--- src/rtl/core/iwc_pkg.sv ---
`timescale 1ns / 1ps
// ----------------------------------------------------------------------------
// iwc_pkg
// Shared types, codes and field constants for the instruction word codec.
// ----------------------------------------------------------------------------
package iwc_pkg;

    // Widths of the packed stream beats.
    localparam int unsigned InDataW  = 72;
    localparam int unsigned OutDataW = 64;

    // Field masks of the instruction word.
    localparam logic [15:0] MaskClass   = 16'hF000;
    localparam logic [15:0] ClassAWord  = 16'hA000;
    localparam logic [15:0] ClassFWord  = 16'hF000;
    localparam logic [15:0] MaskClassA  = 16'hFF80;
    localparam logic [15:0] MnemClassA  = 16'hF380;
    localparam logic [15:0] BitsImm8Cls = 16'h0C00;
    localparam logic [15:0] BitImm8     = 16'h0800;
    localparam logic [15:0] BitImm4     = 16'h0400;
    localparam logic [15:0] MaskCond3   = 16'h0380;
    localparam logic [15:0] MaskCond4   = 16'h03C0;

    // Class nibbles (word bits 15..12).
    localparam logic [3:0] NibA = 4'hA;
    localparam logic [3:0] NibB = 4'hB;
    localparam logic [3:0] NibC = 4'hC;
    localparam logic [3:0] NibD = 4'hD;
    localparam logic [3:0] NibE = 4'hE;

    // Immediate and condition sizes.
    localparam logic [3:0] ImmSize4  = 4'd4;
    localparam logic [3:0] ImmSize8  = 4'd8;
    localparam logic [3:0] ImmSize9  = 4'd9;
    localparam logic [3:0] ImmSizeNo = 4'd0;
    localparam logic [2:0] CondSize3 = 3'd3;
    localparam logic [2:0] CondSize4 = 3'd4;

    // Immediate field masks.
    localparam logic [15:0] ImmMask4 = 16'h000F;
    localparam logic [15:0] ImmMask8 = 16'h00FF;
    localparam logic [15:0] ImmMask9 = 16'h01FF;

    typedef enum logic [1:0] {
        ACT_IMM_ENC = 2'd0,
        ACT_REG_ENC = 2'd1,
        ACT_DECODE  = 2'd2
    } t_action;

    typedef enum logic [2:0] {
        CL_IMM8 = 3'd0,
        CL_IMM4 = 3'd1,
        CL_RES  = 3'd2,
        CL_IMM9 = 3'd3,
        CL_PF   = 3'd4,
        CL_INV  = 3'd5
    } t_class;

    typedef enum logic [2:0] {
        FM_NONE        = 3'd0,
        FM_REG_CND     = 3'd1,
        FM_IMM_REG     = 3'd2,
        FM_IMM_REG_CND = 3'd3,
        FM_REG_REG_CND = 3'd4,
        FM_REG_REG     = 3'd5
    } t_form;

    // One input item.
    typedef struct packed {
        t_action     action;
        logic [15:0] class_template;
        logic [15:0] imm_value;
        logic [3:0]  imm_width;
        logic [2:0]  src_reg;
        logic [2:0]  dst_reg;
        logic [3:0]  cond_code;
        logic [2:0]  cond_width;
        logic [15:0] word_in;
    } t_item;

    // Word built by the encoder, before any immediate is added.
    typedef struct packed {
        logic [15:0] word;
        logic        invalid;
    } t_build;

    // Fields of a split word.
    typedef struct packed {
        t_class      cls;
        t_form       form;
        logic [15:0] mnem;
        logic [2:0]  src;
        logic [2:0]  dst;
        logic [3:0]  cond;
        logic [8:0]  imm;
        logic [3:0]  isize;
    } t_fields;

    // One result item.
    typedef struct packed {
        logic [15:0] word_out;
        logic        invalid;
        logic        imm_overflow;
        t_fields     flds;
    } t_result;

endpackage

--- src/rtl/core/instruction_word_codec.sv ---
`timescale 1ns / 1ps
// ----------------------------------------------------------------------------
// instruction_word_codec
// Encodes and decodes 16-bit instruction words, one item per beat.
// ----------------------------------------------------------------------------
//  Channel   Direction  Ports                              Payload
//  s         in         i_s_tvalid/o_s_tready/i_s_tdata    one action (72 bits)
//  m         out        o_m_tvalid/i_m_tready/o_m_tdata    one result (64 bits)
//
//  An input beat is registered, worked on by the build, split and immediate
//  merge logic, and the result is registered; one beat is accepted every
//  cycle while the output is not stalled.
//  A result held by a stalled output still lets one more beat into the input
//  register. Reset (i_rst_n low, synchronous) empties both stages.
// ----------------------------------------------------------------------------
module instruction_word_codec (
    input  logic        i_clk,
    input  logic        i_rst_n,
    input  logic        i_s_tvalid,
    output logic        o_s_tready,
    // action[1:0], class_template[17:2], imm_value[33:18], imm_width[37:34],
    // src_reg[40:38], dst_reg[43:41], cond_code[47:44], cond_width[50:48],
    // word_in[66:51], zero fill[71:67]
    input  logic [71:0] i_s_tdata,
    output logic        o_m_tvalid,
    input  logic        i_m_tready,
    // word_out[15:0], invalid[16], imm_overflow[17], class_code[20:18],
    // form_code[23:21], mnemonic_bits[39:24], src_field[42:40],
    // dst_field[45:43], cond_field[49:46], imm_field[58:50],
    // imm_size_field[62:59], zero fill[63]
    output logic [63:0] o_m_tdata
);

    iwc_pkg::t_item   n_in;
    iwc_pkg::t_item   r_in;
    logic             r_in_valid;
    iwc_pkg::t_result n_out;
    iwc_pkg::t_result r_out;
    logic             r_out_valid;
    logic             w_adv;
    iwc_pkg::t_build  w_build;
    iwc_pkg::t_fields w_flds;
    logic [15:0]      w_mask;
    logic [8:0]       w_imm;
    logic             w_has_imm;

    // Unpack the input beat.
    assign n_in.action         = iwc_pkg::t_action'(i_s_tdata[1:0]);
    assign n_in.class_template = i_s_tdata[17:2];
    assign n_in.imm_value      = i_s_tdata[33:18];
    assign n_in.imm_width      = i_s_tdata[37:34];
    assign n_in.src_reg        = i_s_tdata[40:38];
    assign n_in.dst_reg        = i_s_tdata[43:41];
    assign n_in.cond_code      = i_s_tdata[47:44];
    assign n_in.cond_width     = i_s_tdata[50:48];
    assign n_in.word_in        = i_s_tdata[66:51];

    // Pipeline flow: the result stage moves when empty or taken.
    assign w_adv      = !r_out_valid || i_m_tready;
    assign o_s_tready = !r_in_valid || w_adv;

    iwc_build u_build (
        .i_item  (r_in),
        .o_build (w_build)
    );

    iwc_split u_split (
        .i_word (w_build.word),
        .o_flds (w_flds)
    );

    // Immediate mask follows the decoded size.
    always_comb begin
        case (w_flds.isize)
            iwc_pkg::ImmSize4: w_mask = iwc_pkg::ImmMask4;
            iwc_pkg::ImmSize8: w_mask = iwc_pkg::ImmMask8;
            default:           w_mask = iwc_pkg::ImmMask9;
        endcase
    end

    assign w_has_imm = (r_in.action == iwc_pkg::ACT_IMM_ENC)
                    && (w_flds.form == iwc_pkg::FM_IMM_REG
                        || w_flds.form == iwc_pkg::FM_IMM_REG_CND);
    assign w_imm     = r_in.imm_value[8:0] & w_mask[8:0];

    // Merge the immediate into the built word and form the result.
    always_comb begin
        n_out              = '0;
        n_out.word_out     = w_build.word;
        n_out.flds         = w_flds;
        if (w_build.invalid) begin
            n_out         = '0;
            n_out.invalid = 1'b1;
        end else if (w_has_imm) begin
            n_out.imm_overflow = |(r_in.imm_value & ~w_mask);
            n_out.flds.imm     = w_imm;
            n_out.word_out     = w_build.word + {4'd0, w_imm, 3'd0};
        end
    end

    // Stage valid flags.
    always_ff @(posedge i_clk) begin
        if (!i_rst_n) begin
            r_in_valid  <= 1'b0;
            r_out_valid <= 1'b0;
        end else begin
            if (o_s_tready) begin
                r_in_valid <= i_s_tvalid;
            end
            if (w_adv) begin
                r_out_valid <= r_in_valid;
            end
        end
    end

    // Stage payloads.
    always_ff @(posedge i_clk) begin
        if (i_s_tvalid && o_s_tready) begin
            r_in <= n_in;
        end
        if (w_adv && r_in_valid) begin
            r_out <= n_out;
        end
    end

    // Pack the output beat.
    assign o_m_tvalid = r_out_valid;
    assign o_m_tdata  = {1'b0,
                         r_out.flds.isize,
                         r_out.flds.imm,
                         r_out.flds.cond,
                         r_out.flds.dst,
                         r_out.flds.src,
                         r_out.flds.mnem,
                         r_out.flds.form,
                         r_out.flds.cls,
                         r_out.imm_overflow,
                         r_out.invalid,
                         r_out.word_out};

endmodule

--- src/rtl/core/iwc_build.sv ---
`timescale 1ns / 1ps
// ----------------------------------------------------------------------------
// iwc_build
// Builds the instruction word for an encode action, or passes the word to be
// decoded straight through.
// ----------------------------------------------------------------------------
module iwc_build (
    input  iwc_pkg::t_item  i_item,
    output iwc_pkg::t_build o_build
);

    logic        w_class_a;
    logic        w_class_f;
    logic [15:0] w_base;

    assign w_class_a = (i_item.class_template & iwc_pkg::MaskClass) == iwc_pkg::ClassAWord;
    assign w_class_f = (i_item.class_template & iwc_pkg::MaskClass) == iwc_pkg::ClassFWord;

    // Class nibble and destination register, common to both encode actions.
    assign w_base = (i_item.class_template & iwc_pkg::MaskClass) | {13'd0, i_item.dst_reg};

    // Word assembly per action; an unused action code decodes.
    always_comb begin
        o_build.word    = i_item.word_in;
        o_build.invalid = 1'b0;
        case (i_item.action)
            iwc_pkg::ACT_IMM_ENC: begin
                if (w_class_a) begin
                    o_build.word = (i_item.class_template & iwc_pkg::MaskClassA)
                                 | iwc_pkg::BitsImm8Cls | {13'd0, i_item.dst_reg};
                end else if (i_item.imm_width == iwc_pkg::ImmSize8) begin
                    o_build.word = w_base | iwc_pkg::BitImm8;
                end else if (i_item.imm_width == iwc_pkg::ImmSize4) begin
                    o_build.word = w_base | iwc_pkg::BitImm4
                                 | ({6'd0, i_item.cond_code, 6'd0} & iwc_pkg::MaskCond3);
                end else if (i_item.imm_width == iwc_pkg::ImmSize9) begin
                    o_build.word = w_base;
                end else begin
                    o_build.word    = w_base;
                    o_build.invalid = 1'b1;
                end
            end
            iwc_pkg::ACT_REG_ENC: begin
                if (w_class_a) begin
                    o_build.word = (i_item.class_template & iwc_pkg::MaskClassA)
                                 | {13'd0, i_item.dst_reg};
                end else if (i_item.cond_width == iwc_pkg::CondSize3) begin
                    o_build.word = w_base
                                 | ({6'd0, i_item.cond_code, 6'd0} & iwc_pkg::MaskCond3);
                end else if (i_item.cond_width == iwc_pkg::CondSize4) begin
                    o_build.word = w_base
                                 | ({6'd0, i_item.cond_code, 6'd0} & iwc_pkg::MaskCond4);
                end else begin
                    o_build.word = w_base;
                end
                // Class F words carry no source register.
                if (!w_class_f) begin
                    o_build.word = o_build.word | {10'd0, i_item.src_reg, 3'd0};
                end
            end
            default: begin
                o_build.word    = i_item.word_in;
                o_build.invalid = 1'b0;
            end
        endcase
    end

endmodule

--- src/rtl/core/iwc_split.sv ---
`timescale 1ns / 1ps
// ----------------------------------------------------------------------------
// iwc_split
// Splits an instruction word into class, form, mnemonic, register,
// condition and immediate fields.
// ----------------------------------------------------------------------------
module iwc_split (
    input  logic [15:0]      i_word,
    output iwc_pkg::t_fields o_flds
);

    logic [3:0] w_nib;

    assign w_nib = i_word[15:12];

    always_comb begin
        o_flds       = '0;
        o_flds.mnem  = {w_nib, 12'd0};
        o_flds.dst   = i_word[2:0];

        // Class from the top nibble.
        case (w_nib) inside
            iwc_pkg::NibA: begin
                o_flds.cls  = iwc_pkg::CL_IMM4;
                o_flds.mnem = i_word & iwc_pkg::MnemClassA;
            end
            iwc_pkg::NibB:                 o_flds.cls = iwc_pkg::CL_RES;
            iwc_pkg::NibC, iwc_pkg::NibD:  o_flds.cls = iwc_pkg::CL_IMM9;
            iwc_pkg::NibE:                 o_flds.cls = iwc_pkg::CL_PF;
            [4'h0 : 4'h9]:                 o_flds.cls = iwc_pkg::CL_IMM8;
            default:                       o_flds.cls = iwc_pkg::CL_INV;
        endcase

        // Form, immediate and source register.
        if (o_flds.cls == iwc_pkg::CL_INV) begin
            o_flds.form = iwc_pkg::FM_NONE;
        end else if (o_flds.cls == iwc_pkg::CL_PF) begin
            o_flds.form = iwc_pkg::FM_REG_CND;
        end else if (o_flds.cls == iwc_pkg::CL_IMM9) begin
            o_flds.isize = iwc_pkg::ImmSize9;
            o_flds.imm   = i_word[11:3];
            o_flds.form  = iwc_pkg::FM_IMM_REG;
        end else if (i_word[11]) begin
            o_flds.isize = iwc_pkg::ImmSize8;
            o_flds.imm   = {1'b0, i_word[10:3]};
            o_flds.form  = iwc_pkg::FM_IMM_REG;
        end else if (i_word[10]) begin
            o_flds.isize = iwc_pkg::ImmSize4;
            o_flds.imm   = {5'd0, i_word[6:3]};
            o_flds.form  = (o_flds.cls == iwc_pkg::CL_IMM4) ? iwc_pkg::FM_IMM_REG
                                                            : iwc_pkg::FM_IMM_REG_CND;
        end else begin
            o_flds.src  = i_word[5:3];
            o_flds.form = (o_flds.cls == iwc_pkg::CL_IMM4) ? iwc_pkg::FM_REG_REG
                                                           : iwc_pkg::FM_REG_REG_CND;
        end

        // Condition field, three or four bits depending on the form.
        if (o_flds.form == iwc_pkg::FM_IMM_REG_CND) begin
            o_flds.cond = {i_word[9:7], 1'b0};
        end else if (o_flds.form == iwc_pkg::FM_REG_REG_CND
                     || o_flds.form == iwc_pkg::FM_REG_CND) begin
            o_flds.cond = i_word[9:6];
        end
    end

endmodule

--- config.mk ---
export PLATFORM = sky130hd
export DESIGN_NAME = instruction_word_codec
export DESIGN_NICKNAME = d
export VERILOG_FILES = /design/src/rtl/core/iwc_pkg.sv /design/src/rtl/core/instruction_word_codec.sv /design/src/rtl/core/iwc_build.sv /design/src/rtl/core/iwc_split.sv
export SDC_FILE = /design/constraint.sdc
export NUM_CORES = 1
export LEC_CHECK = 0
export BUFFER_PORTS_ARGS = -buffer_cell sky130_fd_sc_hd__buf_2
export CORE_MARGIN = 4
export CORE_UTILIZATION = 45
export CTS_CLUSTER_SIZE = 12
export DETAILED_ROUTE_END_ITERATION = 10
export GPL_ROUTABILITY_DRIVEN = 0
export GPL_TIMING_DRIVEN = 1
export HOLD_SLACK_MARGIN = 0.05
export PLACE_DENSITY = 0.71
export SLEW_MARGIN = 20
export SYNTH_ARGS = -nofsm -noshare
export SYNTH_HDL_FRONTEND = slang
export SYNTH_SLANG_ARGS = --single-unit
--- constraint.sdc ---
create_clock -name i_clk -period 4.2 [get_ports i_clk]
set_input_delay 0.63 -clock i_clk [delete_from_list [all_inputs] [get_ports i_clk]]
set_output_delay 0.63 -clock i_clk [all_outputs]
set_load 0.02 [all_outputs]
Yosys cells after proc, flatten, opt, wreduce, memory -nomap -nowiden
Cells that the tools add are included.
Storage, ports and cells
  flip-flop bits (word level): 132
  input port bits: 76
  output and inout port bits: 66
  word-level logic and storage cells: 117
Cells by class
  add/sub/neg operators: 1
  order comparisons: 2
  equality and inequality tests: 23
  muxes and demuxes: 37
  bitwise gates (word level): 13
  reductions and logical operators: 17
Operator list (count)
  16-bit two-way mux: 9
  13-bit two-way mux: 4
  16-bit by 10-bit OR with 16-bit output: 3
  16-bit by 3-bit OR with 16-bit output: 3
  4-bit == test, second input constant: 10
  16-bit one-hot mux with 2 select lines: 1
  3-bit two-way mux: 10
  9-bit one-hot mux with 2 select lines: 1
  16-bit by 12-bit adder with 16-bit output: 1
  16-bit bitwise AND: 1
  16-bit inverter: 1
  16-bit by 6-bit OR with 16-bit output: 1
  16-bit OR reduction: 1
  3-bit by 2-bit == test with 1-bit output, second input constant: 4
  3-bit == test, second input constant: 4
  9-bit bitwise AND: 1
  9-bit two-way mux: 1
  4-bit by 3-bit == test with 1-bit output, second input constant: 2
  1-bit two-way mux: 8
  4-bit two-way mux: 2
  8-bit two-way mux: 1
  3-bit by 1-bit == test with 1-bit output, second input constant: 2
  2-bit OR reduction: 3
  6-bit OR reduction: 1
  other kinds (9): 18

Depth between registers and ports, before layout
  depth in word-level cells: 28
  depth in mapped cells: 16
  gate-level depth less buffers: 15

Modules after synthesis
From an unflattened synthesis, not the netlist that was laid out.
Second synthesis, totals
  cell total of the unflattened synthesis: 441
  area, all modules: 5992.0 um2
Modules (own cells, without submodules)
  instruction_word_codec: times used 1, cells each 327, area each 5141.2 um2
  iwc_split: times used 1, cells each 65, area each 455.4 um2
  iwc_build: times used 1, cells each 49, area each 395.4 um2

Worst setup path before layout
OpenSTA, ideal clock, no wires.
  kind: register -> register
  from: reg r_in[64] (netlist name)
  to: reg r_out (netlist bit o_m_tdata[14]) (data pin)
  arrival: 3151 ps
  path slack: 787 ps
  cell stages (with the launch flop): 16
  path buffers: 1
  cell sequence: edfxtp_1 and4bb_1 buf_6 a21boi_1 o31a_4 inv_2 nor2_1 nand2_1 and2_1 ha_1 or3_1 or3_1 o211ai_1 nand2b_1 nand4_1 mux2_1
Between the ends
  cells in the longest elaborated chain, start to end: 27
  elaborated cells between the ends (all ways): 60
  those cells by class: 1 x add/sub; 2 x order compare; 15 x eq/ne; 30 x mux; 8 x bitwise; 4 x reduce/logical
Ends and longest elaborated chain
  from (decl): line instruction_word_codec.sv:35  | iwc_pkg::t_item r_in;
  from (signal assigned): line instruction_word_codec.sv:119  | r_in <= n_in;
  parallel branches: the longest is 27 deep, another holds 4-bit by 1-bit greater-or-equal comparator with 1-bit output
  to (signal assigned): line instruction_word_codec.sv:122  | r_out <= n_out;
  to (decl): line instruction_word_codec.sv:38  | iwc_pkg::t_result r_out;
Several ways; the timed one is not identified. The select of a mux whose other input is x is not followed.
A chain may end at the register's enable or synchronous reset.

Final worst setup path
Ends and elaborated chain as after synthesis.

==> results.toml <==
[place]
port_buffers = 118
dp.cells = 613
dp_slack_ns = 0.224
place_area_um2 = 5600
dpl.hpwl_um = 7100

[worst_setup_path]
crit_fanout = 11
crit_type = "reg -> reg"
reg2reg_to = "o_m_tdata[14]$_SDFFCE_PP0P_"
crit_cells = 15
timing.rr.start = "r_in[64]$_DFFE_PP_"
setup.worst_path.end = "o_m_tdata[14]$_SDFFCE_PP0P_"
crit_path_frequent_cell = "o211ai_1"
r2r_cells = 15
crit_slowest_cell = "edfxtp_1"
cp-start-kind = "flip-flop"
worst_path_dominant_cell_family = "simple AND/OR/NAND/NOR gates"
crit_path_start = "r_in[64]$_DFFE_PP_"
worst_path_largest_cell_delay_ns = 0.46
path_cells = "and4bb_2, a21boi_1, o31a_4, inv_2, nor2_1, nand2_1, and2_1, ha_1, nand3_1, o211ai_1, or3_1, o211ai_1, nand2b_1, nand4_1, mux2_1"
r2r_slack_ns = 0.23
cp.required_ns = 4.31
worstPathArrival_ns = 4.08
critical_path_buf_inv_count = 1
end_kind = "flip-flop"

[clock_network]
htreeDepth = 3
cts_tree = "yes"
cts_num_sinks = 112
cts_root_buf = "clkbuf_8"
clock_latency_ns = 0.36
cts_inserted_buffers = 9
postCtsSetupBuffers = 0
hold_buffers = 0
clockBufferDepth = 2
cts_resized = 0
path_clk_slew_ns = 0.10

[drt]
routed-via-count = 3139
route.detailed.drc = 0
viasPerCell = 4.99
drt_iter0_markers = 157
first_pass_iters = 4
wire_per_inst_um = 15.4
drt_wl_total_um = 9670
ant_nets = 0

[global_routing]
grt_antenna_before_repair = 0
grt_pass1_vias = 3114
grt_usage_pct = 15.6
grt_max_degree = 51
grt_overflow = 0
grt_pass1_wl_um = 15700

[sta]
relSlewSlack_pct = 55.8
slew_viol_final = 0
fmax_mhz = 252
setup_viol = 0
clock_skew_ns = 0.00885
timing.hold.ws_ns = 0.435
finalHoldViolCount = 0
tns_ns = 0
setup_ws_ns = 0.233
layout_min_cycle_time_ns = 3.97
rsz0062_at_grt = "false"
period_share_pct = 94.4
tightest_slew_ns = 0.644

[die]
core-area_um2 = 10500
dieArea_um2 = 12600
io_pins = 142
start_util_pct = 46.6
die_x_um = 112
rows = 37
fp.dieH_um = 112

[power_and_ir_drop]
peakVddDrop_v = 0.000201
power_mw = 2.22
p_per_area_nw_per_um2 = 385
p_leak_nw = 2.33

[synth]
ys_seq_area_share_pct = 68.5
synth.distinct_cells = 56
async_flop_share_pct = 0
yosys.area.top_type_share_pct = 67.7
ys_ff_latch = 112
yosys_most_used_dff = "edfxtp_1"
netlist_instances = 362
yosysWarnings = 0
avgSynthCellArea_um2 = 13.5
synth_area_leaders = "edfxtp_1 68%, nor2_1 2.9%, ha_1 2.3%, a21oi_1 2.2%, buf_4 2.2%"
synth-edff-count = 110
syn_area_um2 = 4880
yosys.area.top_type = "edfxtp_1"

[outcome]
outcome = "finished clean"

[run]
drv_cap = 0

[layout]
multi_input_comb_area_um2 = 1340
final_nets = 574
stdcell_area_um2 = 5770
fin_cells = 629
antenna_cells = 0
area_growth_pct = 18.3
utilization_pct = 55.1
seq_area_um2 = 3340
num-fill-cells = 914
drive_gt1_share_pct = 31.2

[min_path]
hold_class = "in -> reg"
## cells in the mapped netlist (4+ instances only)
cell type,count
edfxtp_1,110
nor2_1,38
nand2_1,24
a21oi_1,21
inv_1,19
buf_4,14
o21ai_0,10
ha_1,9
nand3_1,7
and2_1,6
mux2i_1,6
nand2b_1,6
o21a_1,6
buf_2,5
a211oi_1,4
a22oi_1,4
nor3_1,4
nor4_1,4
## report_power, final
part / internal (mW) / total, mW / switching, mW
clock: 0.221 / 0.575 / 0.354
combinational: 0.117 / 0.317 / 0.201
sequential: 1.31 / 1.33 / 0.0238
total: 1.64 / 2.22 / 0.579
## how the worst min path moves through the flow
stage	depth (start not counted)	slack, ns	end	startpoint
2_1_floorplan	1	0.48	o_m_tvalid$_SDFFE_PN0P_	r_in_valid$_SDFFE_PN0N_
3_3_place_gp	1	0.50	o_m_tvalid$_SDFFE_PN0P_	r_in_valid$_SDFFE_PN0N_
3_5_place_dp	1	0.52	o_m_tvalid$_SDFFE_PN0P_	r_in_valid$_SDFFE_PN0N_
4_1_cts	1	0.42	r_in[33]$_DFFE_PP_	i_s_tdata[18]
5_1_grt	1	0.41	r_in[23]$_DFFE_PP_	i_s_tdata[41]
6_report	1	0.43	r_in[23]$_DFFE_PP_	i_s_tdata[41]
## final cells by class
class | instances | area share (%)
inverters | 21 | 1.37
well taps | 136 | 2.95
repair buffers | 128 | 11.5
clock inverters | 5 | 0.672
flip-flops and latches | 112 | 57.9
multi-input cells | 216 | 23.2
clock buffers | 11 | 2.28
## layout by cell type (no fill, tap or decap), drive strengths merged, types with 2 or more instances in the layout
cell type / n
a211oi: 4
o31a: 3
nand2: 25
nand3: 7
ha: 9
a221oi: 3
nor2: 39
nor3: 4
nand3b: 3
dfxtp: 2
edfxtp: 110
inv: 23
clkbuf: 11
xor2: 3
nor2b: 3
o211ai: 3
conb: 11
nand4: 3
nand2b: 6
o21ai: 13
or3: 3
a21oi: 22
nor4: 4
nor4b: 2
mux2i: 6
and2: 6
o21a: 6
a22oi: 4
or2: 2
mux2: 2
buf: 128
clkinv: 2
a31oi: 3
xnor2: 3
a21boi: 4
## logic make-up after synthesis
group           synth area share, %
fa+ha+maj                      2.72
other cells                  0.0769
flops                          68.5
xor+xnor                       1.08
compound gates                 9.49
mux                            1.69
simple gates                   11.5
buf+inv                        4.90
## metal layers
layer  up-vias  wire length [µm]  share of wire [%]  GRT usage, %
met4         0                84               0.87          4.65
met2       112              4640                 48          25.0
met1      1458              4240                 44          21.1
met3         9               699                7.2          4.10
met5         -                 0                  0             0
li1       1560                 -                  -             -
## worst register-to-register path: cells and delay by family, from the launching register on
| kind | cells | cell delay, ns |
|---|---|---|
| AOI/OAI and AO/OA | 4 | 0.68 |
| adders and majority gates | 1 | 0.35 |
| buffers and inverters | 1 | 0.05 |
| DFF | 1 | 0.46 |
| muxes | 1 | 0.32 |
| and+or+nand+nor | 8 | 1.86 |
## flip-flops by register name, indices dropped and copies added (netlist names)
| name | flops |
|---|---|
| o_m_tdata | 50 |
| o_m_tvalid | 1 |
| r_in_valid | 1 |
| r_in | 60 |
No activity file was read; power rests on OpenSTA's default activity.
